`src/rtl/core/tfn_pkg.sv`:
```
package tfn_pkg;

    // Request: one triangle, signed Q8.8 vertices
    typedef struct packed {
        logic signed [15:0] ax;
        logic signed [15:0] ay;
        logic signed [15:0] az;
        logic signed [15:0] bx;
        logic signed [15:0] by_coord;
        logic signed [15:0] bz;
        logic signed [15:0] cx;
        logic signed [15:0] cy;
        logic signed [15:0] cz;
    } t_req;

    // Result: unit normal, Q1.14
    typedef struct packed {
        logic signed [15:0] normal_x;
        logic signed [15:0] normal_y;
        logic        [14:0] normal_z;
        logic               degenerate;
    } t_rsp;

    localparam int MAG_W  = 34;   // |cross product| bits
    localparam int ACC_W  = 68;   // root search accumulator bits
    localparam int Q_W    = 15;   // Q1.14 magnitude bits
    localparam int Q_TOP  = 14;   // first search bit (value one)

    // Cross product magnitudes and output sign flags
    typedef struct packed {
        logic               valid;
        logic               neg_x;
        logic               neg_y;
        logic [MAG_W-1:0]   ux;
        logic [MAG_W-1:0]   uy;
        logic [MAG_W-1:0]   uz;
    } t_mag;

    // One lane of the digit-by-digit search
    typedef struct packed {
        logic signed [ACC_W-1:0] r;   // 2^30 v^2 - (2q-1)^2 S
        logic signed [ACC_W-1:0] p;   // (2q-1) S
        logic        [Q_W-1:0]   q;
    } t_lane;

    typedef struct packed {
        logic               valid;
        logic               neg_x;
        logic               neg_y;
        logic               degen;
        logic [MAG_W-1:0]   s;
        t_lane              lx;
        t_lane              ly;
        t_lane              lz;
    } t_root;

    // Try setting bit b of q: keep it when q is still below one and (2t-1)^2 S still fits under 2^30 v^2
    function automatic t_lane root_lane(t_lane l, logic [MAG_W-1:0] s, logic [3:0] b);
        logic signed [ACC_W-1:0] sx;
        logic signed [ACC_W-1:0] term;
        logic signed [ACC_W-1:0] diff;
        t_lane                   o;
        sx   = $signed({{(ACC_W-MAG_W){1'b0}}, s});
        term = (l.p <<< ({1'b0, b} + 5'd2)) + (sx <<< ({b, 1'b0} + 5'd2));
        diff = l.r - term;
        o    = l;
        if (!l.q[Q_TOP] && !diff[ACC_W-1]) begin
            o.r = diff;
            o.p = l.p + (sx <<< ({1'b0, b} + 5'd1));
            o.q = l.q | (Q_W'(1) << b);
        end
        return o;
    endfunction

endpackage

```
`src/rtl/core/tfn_root_step.sv`:
```
module tfn_root_step (
    input  logic           i_clk,
    input  logic           i_rst_n,
    input  logic [3:0]     i_bit,
    input  tfn_pkg::t_root i_root,
    output tfn_pkg::t_root o_root
);

    tfn_pkg::t_root r_root;

    always_ff @(posedge i_clk) begin
        if (!i_rst_n) begin
            r_root.valid <= 1'b0;
        end else begin
            r_root.valid <= i_root.valid;
        end
    end

    // one result bit for each of the three lanes
    always_ff @(posedge i_clk) begin
        r_root.neg_x <= i_root.neg_x;
        r_root.neg_y <= i_root.neg_y;
        r_root.degen <= i_root.degen;
        r_root.s     <= i_root.s;
        r_root.lx    <= tfn_pkg::root_lane(i_root.lx, i_root.s, i_bit);
        r_root.ly    <= tfn_pkg::root_lane(i_root.ly, i_root.s, i_bit);
        r_root.lz    <= tfn_pkg::root_lane(i_root.lz, i_root.s, i_bit);
    end

    assign o_root = r_root;

endmodule

```
`config.mk`:
```
export PLATFORM = sky130hd
export DESIGN_NAME = tfn_root_step
export DESIGN_NICKNAME = d
export VERILOG_FILES = /design/src/rtl/core/tfn_pkg.sv /design/src/rtl/core/tfn_root_step.sv
export SDC_FILE = /design/constraint.sdc
export NUM_CORES = 2
export LEC_CHECK = 0
export ABC_AREA = 1
export BUFFER_PORTS_ARGS = -buffer_cell sky130_fd_sc_hd__buf_4
export CAP_MARGIN = 10
export CORE_ASPECT_RATIO = 1.1
export CORE_MARGIN = 5
export CORE_UTILIZATION = 30
export DETAILED_ROUTE_END_ITERATION = 8
export PLACE_DENSITY_LB_ADDON = 0.3
export SYNTH_ARGS = -nofsm -noshare
export SYNTH_HDL_FRONTEND = slang
export SYNTH_SLANG_ARGS = --single-unit
```
`constraint.sdc`:
```
create_clock -name i_clk -period 7.9 [get_ports i_clk]
set_clock_uncertainty 0.15 [all_clocks]
set_input_delay 0 -clock i_clk [delete_from_list [all_inputs] [get_ports i_clk]]
set_output_delay 0 -clock i_clk [all_outputs]
set_load 0.01 [all_outputs]
```
==> results.py <==
metrics = {
    "run_status": {
        "outcome": "finished clean",
    },
    "yosys": {
        "synth.area.top_cells": "nand2_1, dfxtp_1, inv_1",
        "synth_flop_cell": "dfxtp_1",
        "seq_area_frac_synth": 0.134,
        "synth_cells": 14000,
        "synth_fp_nets": 15100,
        "synth_most_common_cell": "nand2_1",
        "syn_avg_cell_area_um2": 5.25,
        "ys_ff_latch": 491,
        "yosys_warnings": 0,
        "async_flop_share": 0,
        "yosysUniqueCellTypes": 43,
        "synthTopCellsByCount": "nand2_1, inv_1, nor2_1",
        "synth_top_area_frac": 0.312,
        "synth_edf_count": 0,
        "netlist_area_mm2": 0.0736,
        "synth_area_leader_cell": "nand2_1",
    },
    "global_routing": {
        "grt_pass1_vias": 92100,
        "track_usage": 0.361,
        "antenna_found_initial": 57,
        "gr-total-overflow": 0,
        "grt_pass1_wl_um": 668000,
        "grt_max_degree": 198,
    },
    "sta": {
        "finalCritPeriodShare": 0.888,
        "fin_crit_ns": 7.02,
        "fin_setup_tns_ns": 0,
        "finalMaxSlewViolations": 0,
        "worst_slew_pin_slew_ns": 1.32,
        "hold_viol_final": 0,
        "rsz0062_at_grt": "no",
        "timing.slew.headroom": 0.121,
        "fmax_mhz": 142,
        "setup_viol": 0,
    },
    "detailed_routing": {
        "drc": 0,
        "drt_iter0_drc": 11100,
        "num_vias": 98300,
        "wl_um": 483000,
        "routed_via_density": 5.08,
        "drtAntennaViolNets": 0,
        "wire_per_inst_um": 25.0,
        "first_pass_iters": 6,
    },
    "floorplan": {
        "dieArea_mm2": 0.255,
        "io_pins": 988,
        "fp.dieH_um": 529,
        "die-width_um": 482,
        "start_util": 0.302,
        "num_rows": 190,
        "coreArea_mm2": 0.244,
    },
    "placed_design": {
        "portBuffers": 987,
        "dpl_cell_area_mm2": 0.0847,
        "place.gp.congestion": 1.07,
        "detailed_place_hpwl_um": 401000,
    },
    "setup_path": {
        "cpPeakStageDelay_ns": 0.63,
        "cp-end-kind": "flop",
        "cp-start-kind": "primary input",
        "critPathKind": "primary input to flop",
        "arrival_ns": 7.57,
        "path_buf_inv": 10,
        "critPathMaxFanout": 60,
        "startpoint": "i_bit[0]",
        "critPathRequiredTime_ns": 8.45,
        "crit_top_cell": "nand2_1",
        "crit_family": "buffers and inverters",
        "cpMaxStageDelayCell": "ha_2",
    },
    "pwr": {
        "p_sw_frac": 0.568,
        "power_leakage_nw": 57.1,
        "internal_power_mw": 11.4,
        "power-per-cell-area_mw_per_mm2": 266,
        "power_frac_comb": 0.739,
        "clkPwrFrac": 0.117,
        "ir_drop_mv": 0.202,
        "pwr-share-seq": 0.144,
        "switching_power_mw": 15.0,
    },
    "clock_tree": {
        "h-tree-depth": 2,
        "path_clk_slew_ns": 0.07,
        "cts_root_buf": "clkbuf_16",
        "clkSinkCount": 491,
        "clock_path_buffers": 3,
        "cts_tree": "yes",
        "cts_buffers": 60,
    },
    "min_path": {
        "min_from": "i_bit[2]",
        "hp-class": "primary input to flop",
    },
    "job": {
        "maxCapViolCount": 0,
    },
    "final_layout": {
        "drive_above_1_share": 0.0826,
        "area_growth_pct": 35.0,
        "layout.nets": 17100,
        "fin_area_mm2": 0.0993,
        "largest_reg_flops": 491,
    },
}
-- cells by family (layout without fill, tap and decap cells) --
| group | after synthesis | count (layout) | synth area share |
|---|---|---|---|
| XOR/XNOR | 195 | 195 | 0.0232 |
| multiplexers | 115 | 115 | 0.0156 |
| AO/OA/AOI/OAI | 1086 | 1086 | 0.0774 |
| flip-flops | 491 | 491 | 0.134 |
| buffers and inverters | 3016 | 5074 | 0.159 |
| other | 0 | 13 | 0 |
| AND/OR/NAND/NOR | 8496 | 8496 | 0.468 |
| adder cells (fa/ha/maj) | 613 | 613 | 0.123 |
-- layer usage --
metal / global-route usage / vias to the layer above / part of all wire
met2: 0.557 / 4714 / 0.42
met1: 0.488 / 45800 / 0.43
met3: 0.0535 / 835 / 0.084
met4: 0.185 / 12 / 0.064
li1: - / 47000 / -
met5: 0 / - / 0.00017
-- worst min-delay path, cell delays in order --
cell           delay (ns)
buf_4                0.18
nor3_1               0.11
nand3_1              0.10
nand2_1              0.05
dlygate4sd3_1        0.54
-- final timing paths --
check	end	cells past startpoint	slack [ns]
hold / removal	o_root[0]	5	0.07
setup / recovery	o_root[41]	28	0.88
-- power groups by stage --
| stage | logic [mW] | clock network (mW) | registers [mW] |
|---|---|---|---|
| after global routing | 21.0 | 3.24 | 3.85 |
| after floorplan | 10.0 | 0 | 4.05 |
| final | 19.6 | 3.10 | 3.81 |
| after global placement | 18.0 | 0 | 3.84 |
| after CTS | 19.0 | 3.14 | 3.77 |
| after detailed placement | 18.0 | 0 | 3.80 |
-- metrics by stage --
| step | cells | power [mW] | setup slack [ns] | utilization | hold WS (ns) |
|---|---|---|---|---|---|
| 6_report | 19300 | 26.5 | 0.881 | 0.407 | 0.0695 |
| 5_1_grt | 19300 | 28.1 | 0.522 | 0.407 | 0.0560 |
| 4_1_cts | 19300 | 25.9 | 1.19 | 0.407 | 0.00209 |
| 3_5_place_dp | 18000 | 21.8 | 0.989 | 0.347 | -0.0441 |
| 3_3_place_gp | 18000 | 21.8 | 1.02 | 0.347 | -0.0457 |
| 2_1_floorplan | 14000 | 14.1 | 2.52 | - | -0.122 |
-- placed cells by master, fill, tap and decap left out, drive strengths merged --
cell,instances
and3,12
nand2,6126
nand3b,27
o21ai,594
xor2,195
a21oi,381
fa,186
buf,1152
dlygate4sd3,1249
o21bai,24
diode,13
a21boi,3
o311ai,2
and2,14
clkbuf,81
o221ai,1
bufinv,5
a311oi,1
nand3,718
o21a,5
nor2,945
clkinv,14
a22oi,4
nor3,161
ha,427
a221oi,1
a21o,8
mux2i,115
o22a,10
o211ai,12
or2,29
nand4,456
inv,2567
clkinvlp,6
nor4,8
dfxtp,491
a31oi,33
o22ai,1
o31ai,6
-- area by class of cell --
class                           instances  area (um2)
Fill cell                           27200      145000
Multi-Input combinational cell      10500       52200
Timing Repair Buffer                 2402       21400
Sequential cell                       491        9830
Inverter                             2560        9640
Tap cell                             3264        4080
Clock buffer                           80        1700
Clock inverter                         32         449
Antenna cell                           13        32.5
-- timing repair --
item,CTS,global route
setup buffers,0,0
hold endpoints to repair,490,0
hold buffers,1249,0
resized for setup,0,0
No activity file was read; power rests on OpenSTA's default activity.
