`src/rtl/core/tfn_pkg.sv`:
```
package tfn_pkg;

    // Request: one triangle, signed Q8.8 vertices
    typedef struct packed {
        logic signed [15:0] ax;
        logic signed [15:0] ay;
        logic signed [15:0] az;
        logic signed [15:0] bx;
        logic signed [15:0] by_coord;
        logic signed [15:0] bz;
        logic signed [15:0] cx;
        logic signed [15:0] cy;
        logic signed [15:0] cz;
    } t_req;

    // Result: unit normal, Q1.14
    typedef struct packed {
        logic signed [15:0] normal_x;
        logic signed [15:0] normal_y;
        logic        [14:0] normal_z;
        logic               degenerate;
    } t_rsp;

    localparam int MAG_W  = 34;   // |cross product| bits
    localparam int ACC_W  = 68;   // root search accumulator bits
    localparam int Q_W    = 15;   // Q1.14 magnitude bits
    localparam int Q_TOP  = 14;   // first search bit (value one)

    // Cross product magnitudes and output sign flags
    typedef struct packed {
        logic               valid;
        logic               neg_x;
        logic               neg_y;
        logic [MAG_W-1:0]   ux;
        logic [MAG_W-1:0]   uy;
        logic [MAG_W-1:0]   uz;
    } t_mag;

    // One lane of the digit-by-digit search
    typedef struct packed {
        logic signed [ACC_W-1:0] r;   // 2^30 v^2 - (2q-1)^2 S
        logic signed [ACC_W-1:0] p;   // (2q-1) S
        logic        [Q_W-1:0]   q;
    } t_lane;

    typedef struct packed {
        logic               valid;
        logic               neg_x;
        logic               neg_y;
        logic               degen;
        logic [MAG_W-1:0]   s;
        t_lane              lx;
        t_lane              ly;
        t_lane              lz;
    } t_root;

    // Try setting bit b of q: keep it when q is still below one and (2t-1)^2 S still fits under 2^30 v^2
    function automatic t_lane root_lane(t_lane l, logic [MAG_W-1:0] s, logic [3:0] b);
        logic signed [ACC_W-1:0] sx;
        logic signed [ACC_W-1:0] term;
        logic signed [ACC_W-1:0] diff;
        t_lane                   o;
        sx   = $signed({{(ACC_W-MAG_W){1'b0}}, s});
        term = (l.p <<< ({1'b0, b} + 5'd2)) + (sx <<< ({b, 1'b0} + 5'd2));
        diff = l.r - term;
        o    = l;
        if (!l.q[Q_TOP] && !diff[ACC_W-1]) begin
            o.r = diff;
            o.p = l.p + (sx <<< ({1'b0, b} + 5'd1));
            o.q = l.q | (Q_W'(1) << b);
        end
        return o;
    endfunction

endpackage

```
`src/rtl/core/tfn_prep.sv`:
```
module tfn_prep (
    input  logic           i_clk,
    input  logic           i_rst_n,
    input  tfn_pkg::t_mag  i_mag,
    output tfn_pkg::t_root o_root
);

    logic                       r_v5, r_v6, r_v7, r_v8;
    logic [tfn_pkg::MAG_W-1:0]  r_ux, r_uy, r_uz;
    logic [4:0]                 r_sh;
    logic                       r_nx5, r_ny5, r_nx6, r_ny6, r_nx7, r_ny7, r_nx8, r_ny8;
    logic                       r_dg6, r_dg7, r_dg8;
    logic [15:0]                r_vx, r_vy, r_vz;
    logic [31:0]                r_qx, r_qy, r_qz;
    logic [31:0]                r_sqx, r_sqy, r_sqz;
    logic [tfn_pkg::MAG_W-1:0]  r_s;
    tfn_pkg::t_root             r_root;
    logic [tfn_pkg::MAG_W-1:0]  n_mx;
    logic [5:0]                 n_pos;
    logic [4:0]                 n_sh;
    logic signed [tfn_pkg::ACC_W-1:0] n_sx;

    // largest magnitude and its leading one
    always_comb begin
        n_mx = i_mag.ux;
        if (i_mag.uy > n_mx) n_mx = i_mag.uy;
        if (i_mag.uz > n_mx) n_mx = i_mag.uz;
        n_pos = '0;
        for (int i = 0; i < tfn_pkg::MAG_W; i++) begin
            if (n_mx[i]) n_pos = 6'(i);
        end
        n_sh = (n_pos > 6'd15) ? 5'(n_pos - 6'd15) : 5'd0;
        n_sx = $signed({{(tfn_pkg::ACC_W-tfn_pkg::MAG_W){1'b0}}, r_s});
    end

    always_ff @(posedge i_clk) begin
        if (!i_rst_n) begin
            r_v5         <= 1'b0;
            r_v6         <= 1'b0;
            r_v7         <= 1'b0;
            r_v8         <= 1'b0;
            r_root.valid <= 1'b0;
        end else begin
            r_v5         <= i_mag.valid;
            r_v6         <= r_v5;
            r_v7         <= r_v6;
            r_v8         <= r_v7;
            r_root.valid <= r_v8;
        end
    end

    always_ff @(posedge i_clk) begin
        // shift amount
        r_ux  <= i_mag.ux;
        r_uy  <= i_mag.uy;
        r_uz  <= i_mag.uz;
        r_sh  <= n_sh;
        r_nx5 <= i_mag.neg_x;
        r_ny5 <= i_mag.neg_y;
        // scale to 16 bits
        r_vx  <= 16'(r_ux >> r_sh);
        r_vy  <= 16'(r_uy >> r_sh);
        r_vz  <= 16'(r_uz >> r_sh);
        r_dg6 <= (r_ux == '0) && (r_uy == '0) && (r_uz == '0);
        r_nx6 <= r_nx5;
        r_ny6 <= r_ny5;
        // squares
        r_qx  <= r_vx * r_vx;
        r_qy  <= r_vy * r_vy;
        r_qz  <= r_vz * r_vz;
        r_dg7 <= r_dg6;
        r_nx7 <= r_nx6;
        r_ny7 <= r_ny6;
        // sum of squares
        r_s   <= 34'(r_qx) + 34'(r_qy) + 34'(r_qz);
        r_sqx <= r_qx;
        r_sqy <= r_qy;
        r_sqz <= r_qz;
        r_dg8 <= r_dg7;
        r_nx8 <= r_nx7;
        r_ny8 <= r_ny7;
        // search start: q = 0
        r_root.neg_x <= r_nx8;
        r_root.neg_y <= r_ny8;
        r_root.degen <= r_dg8;
        r_root.s     <= r_s;
        r_root.lx.r  <= ($signed({36'd0, r_sqx}) <<< 30) - n_sx;
        r_root.ly.r  <= ($signed({36'd0, r_sqy}) <<< 30) - n_sx;
        r_root.lz.r  <= ($signed({36'd0, r_sqz}) <<< 30) - n_sx;
        r_root.lx.p  <= -n_sx;
        r_root.ly.p  <= -n_sx;
        r_root.lz.p  <= -n_sx;
        r_root.lx.q  <= '0;
        r_root.ly.q  <= '0;
        r_root.lz.q  <= '0;
    end

    assign o_root = r_root;

endmodule

```
`config.mk`:
```
export PLATFORM = sky130hd
export DESIGN_NAME = tfn_prep
export DESIGN_NICKNAME = d
export VERILOG_FILES = /design/src/rtl/core/tfn_pkg.sv /design/src/rtl/core/tfn_prep.sv
export SDC_FILE = /design/constraint.sdc
export NUM_CORES = 2
export LEC_CHECK = 0
export BUFFER_PORTS_ARGS = -buffer_cell sky130_fd_sc_hd__buf_2
export CAP_MARGIN = 30
export CORE_MARGIN = 1
export CORE_UTILIZATION = 33
export DETAILED_ROUTE_END_ITERATION = 7
export PLACE_DENSITY_LB_ADDON = 0.25
export SYNTH_ARGS = -nofsm -noshare
export SYNTH_HDL_FRONTEND = slang
export SYNTH_SLANG_ARGS = --single-unit
```
`constraint.sdc`:
```
create_clock -name i_clk -period 12.74 [get_ports i_clk]
set_input_delay 0.637 -clock i_clk [delete_from_list [all_inputs] [get_ports i_clk]]
set_output_delay 0.637 -clock i_clk [all_outputs]
set_load 0.05 [all_outputs]
```
==> flow_summary.toml <==
[clock_network]
insertion_delay_ps = 680
cts_tree = "built"
clockRootBuffer = "clkbuf_16"
clkSlewWorstSetupHoldPaths_ps = 60
h-tree-depth = 3
cts_made_buffers = 72
clock-sinks = 592
cts_max_path_buffers = 3
post-cts-setup-buffer-count = 0
cts-resized-gates = 0
hold_buffers = 1

[detailed_routing]
firstDrtPassIters = 5
drc_errors = 0
viasPerCell = 4.79
antenna_left = 0
drt_iter0_markers = 1806
wirelength_um = 140000
routedWlPerCell_um = 19.7
vias = 34000

[final_layout]
area_delta_synth_final_pct = 11.2
final_cell_mix = "inv_1 (660), dfxtp_1 (588), buf_2 (552), fa_1 (525), ha_1 (403)"
final_common_cell = "inv_1"
drive_gt1_share_pct = 15.7
fin_nets = 6195
layout.cells.non_filler = 7108

[synth]
syn_inst = 4886
yosys.area.top_type = "dfxtp_1"
syn_area_um2 = 47000
avgSynthCellArea_um2 = 9.63
ys.warnings.count = 0
synth_edf_count = 0
synth_area_leaders = "dfxtp_1 (25%), fa_1 (22%), ha_1 (11%), inv_1 (5.3%), buf_4 (4.6%)"
yosysTopAreaCellShare_pct = 25.2
synth_async_sr_flop_share_pct = 0
synth_cell_type_count = 88
ys_ff_latch = 592
synth_ff_type = "dfxtp_1"
seq_area_frac_synth_pct = 25.2

[timing]
tns_ps = 0
worst_pin_slew_ps = 952
slew_headroom_pct = 34.9
hold_slack_ps = 72.1
setup_viol = 0
rsz0062_at_grt = "no"
period_share_pct = 55.1
max_freq_mhz = 142
min_period_ps = 7020
finClkSkew_ps = 49.7
finalMaxSlewViolations = 0
finalHoldViolCount = 0

[place]
port_buffers = 552
routabilityCongestion = 0.898
dp_hpwl_um = 116000
dp_cells = 6975

[worst_setup_path]
reg2reg_depth = 21
worstPathRequired_ps = 13260
end_kind = "register"
cp_slowest_stage_delay_ps = 690
rr_endpoint = "r_qy[30]"
crit_path_frequent_cell = "fa_1"
r2r_slack_ps = 5720
r2r-start = "r_vy[8]"
crit_chain = "inv_1 -> nor2_1 -> fa_1 -> inv_1 -> fa_1 -> fa_1 -> inv_1 -> fa_1 -> inv_1 -> fa_1 -> inv_1 -> fa_1 -> ha_1 -> or4_1 -> o32ai_1 -> a21oi_1 -> a211o_1 -> and2_1 -> a211oi_1 -> nor2_1 -> o311ai_0"
crit_fanout = 12
start_kind = "register"
worstPathArrival_ps = 7550
critPathKind = "reg2reg"
slowest_stage = "dfxtp_1"

[global_route]
grt_pass1_vias = 34300
track_usage_pct = 19.1
grt_pass1_wl_um = 211000
grt_max_degree = 77
antenna_found_initial = 2
grt_overflow_total = 0

[hold_path]
hold_start = "i_mag[103]"
min_path_type = "in2reg"
whs_endpoint = "r_nx5"
whs_path_depth = 1

[die]
pin_count = 598
core_um2 = 141000
rows = 138
die_h_um = 380
dieArea_um2 = 144000
die_x_um = 380
initial_core_util_pct = 33.3

[flow_run]
cap_violations = 0

[status]
status = "finished, final reports clean"
[cell usage after synthesis, types with 7 or more instances]
| cell type | instances |
|---|---|
| or4_1 | 18 |
| fa_1 | 525 |
| inv_1 | 660 |
| o21ai_0 | 123 |
| a31o_2 | 12 |
| mux2_2 | 28 |
| dfxtp_1 | 592 |
| and2_1 | 207 |
| mux4_2 | 30 |
| nand2_1 | 394 |
| nor2_1 | 236 |
| or2_2 | 15 |
| ha_1 | 403 |
| and3_1 | 20 |
| a21oi_1 | 213 |
| a211oi_1 | 29 |
| a21o_1 | 40 |
| o31ai_1 | 12 |
| a31oi_1 | 16 |
| o22ai_1 | 18 |
| and4_1 | 7 |
| o21a_1 | 26 |
| nor4_1 | 60 |
| nor2b_1 | 35 |
| o21bai_1 | 21 |
| a211o_1 | 7 |
| xor2_1 | 93 |
| buf_1 | 19 |
| nand4_1 | 27 |
| buf_4 | 291 |
| nand3_1 | 63 |
| mux2i_1 | 121 |
| nor3_1 | 82 |
| xnor2_1 | 151 |
| o211ai_1 | 24 |
| or3_1 | 27 |
| clkbuf_1 | 109 |
| nand2b_1 | 27 |
[kinds of logic after synthesis]
| family | Yosys count | synth area share [%] |
|---|---|---|
| buffers and inverters | 1090 | 11.2 |
| other | 1 | 0.00797 |
| AND/OR/NAND/NOR | 1242 | 13.1 |
| AO/OA/AOI/OAI | 610 | 8.22 |
| adder cells (fa/ha/maj) | 928 | 33.1 |
| multiplexers | 179 | 4.68 |
| XOR/XNOR | 244 | 4.54 |
| flip-flops | 592 | 25.2 |
[flip-flops by register name (all words and copies together) (netlist names), 5 cells and up]
signal  cells
r_qx       31
r_qy       31
r_sqx      31
r_qz       31
r_vx       16
r_sqy      31
r_vy       16
r_uy       34
r_sqz      31
r_s        34
r_vz       16
r_uz       34
o_root    202
r_ux       34
r_sh        5
[critical path: cells and delay by family (launching register included)]
| kind | cells | cell delay (ps) |
|---|---|---|
| AOI/OAI and AO/OA | 5 | 1420 |
| DFF | 1 | 690 |
| and+or+nand+nor | 4 | 1120 |
| buffers and inverters | 5 | 590 |
| adders and majority gates | 7 | 3070 |
[area by class of cell]
class	count	area, µm²
diodes	1	2.50
clock buffers	92	1960
clock inverters	39	526
fillers	14400	89100
inverters	664	2490
multi-input cells	3251	30100
flip-flops and latches	592	11900
well taps	1890	2360
repair buffers	579	2970
[how the worst max path moves through the flow]
| stage | from | endpoint | slack [ps] | cells after the start |
|---|---|---|---|---|
| finish | r_vy[8] | r_qy[30] | 5720 | 21 |
| global route | r_vy[8] | r_qy[30] | 5180 | 19 |
| CTS | r_vy[8] | r_qy[30] | 5690 | 19 |
| detailed placement | i_mag[71] | r_sh[2] | 5400 | 24 |
| global placement | i_mag[73] | r_sh[2] | 5440 | 24 |
| floorplan | i_mag[71] | r_sh[2] | 6590 | 28 |
[routing by layer]
| layer | part of all wire (%) | global-route usage, % | routed length [µm] |
|---|---|---|---|
| met1 | 42 | 23.4 | 58300 |
| met2 | 51 | 34.5 | 71000 |
| met3 | 4.4 | 2.57 | 6080 |
| met4 | 3.1 | 6.01 | 4270 |
| met5 | 0.0086 | 0 | 12 |
[metrics by stage]
step | util [%] | cell area [µm²] | setup slack, ps
3_3_place_gp | 35.2 | 49800 | 5440
4_1_cts | 37.0 | 52300 | 5690
2_1_floorplan | - | 47200 | 6590
3_5_place_dp | 35.2 | 49800 | 5400
5_1_grt | 37.0 | 52300 | 5180
6_report | 37.0 | 52300 | 5720
Power is left out: the tool's default activity adds up to more than one toggle a clock period on the data nets, which glitch-free logic cannot reach.
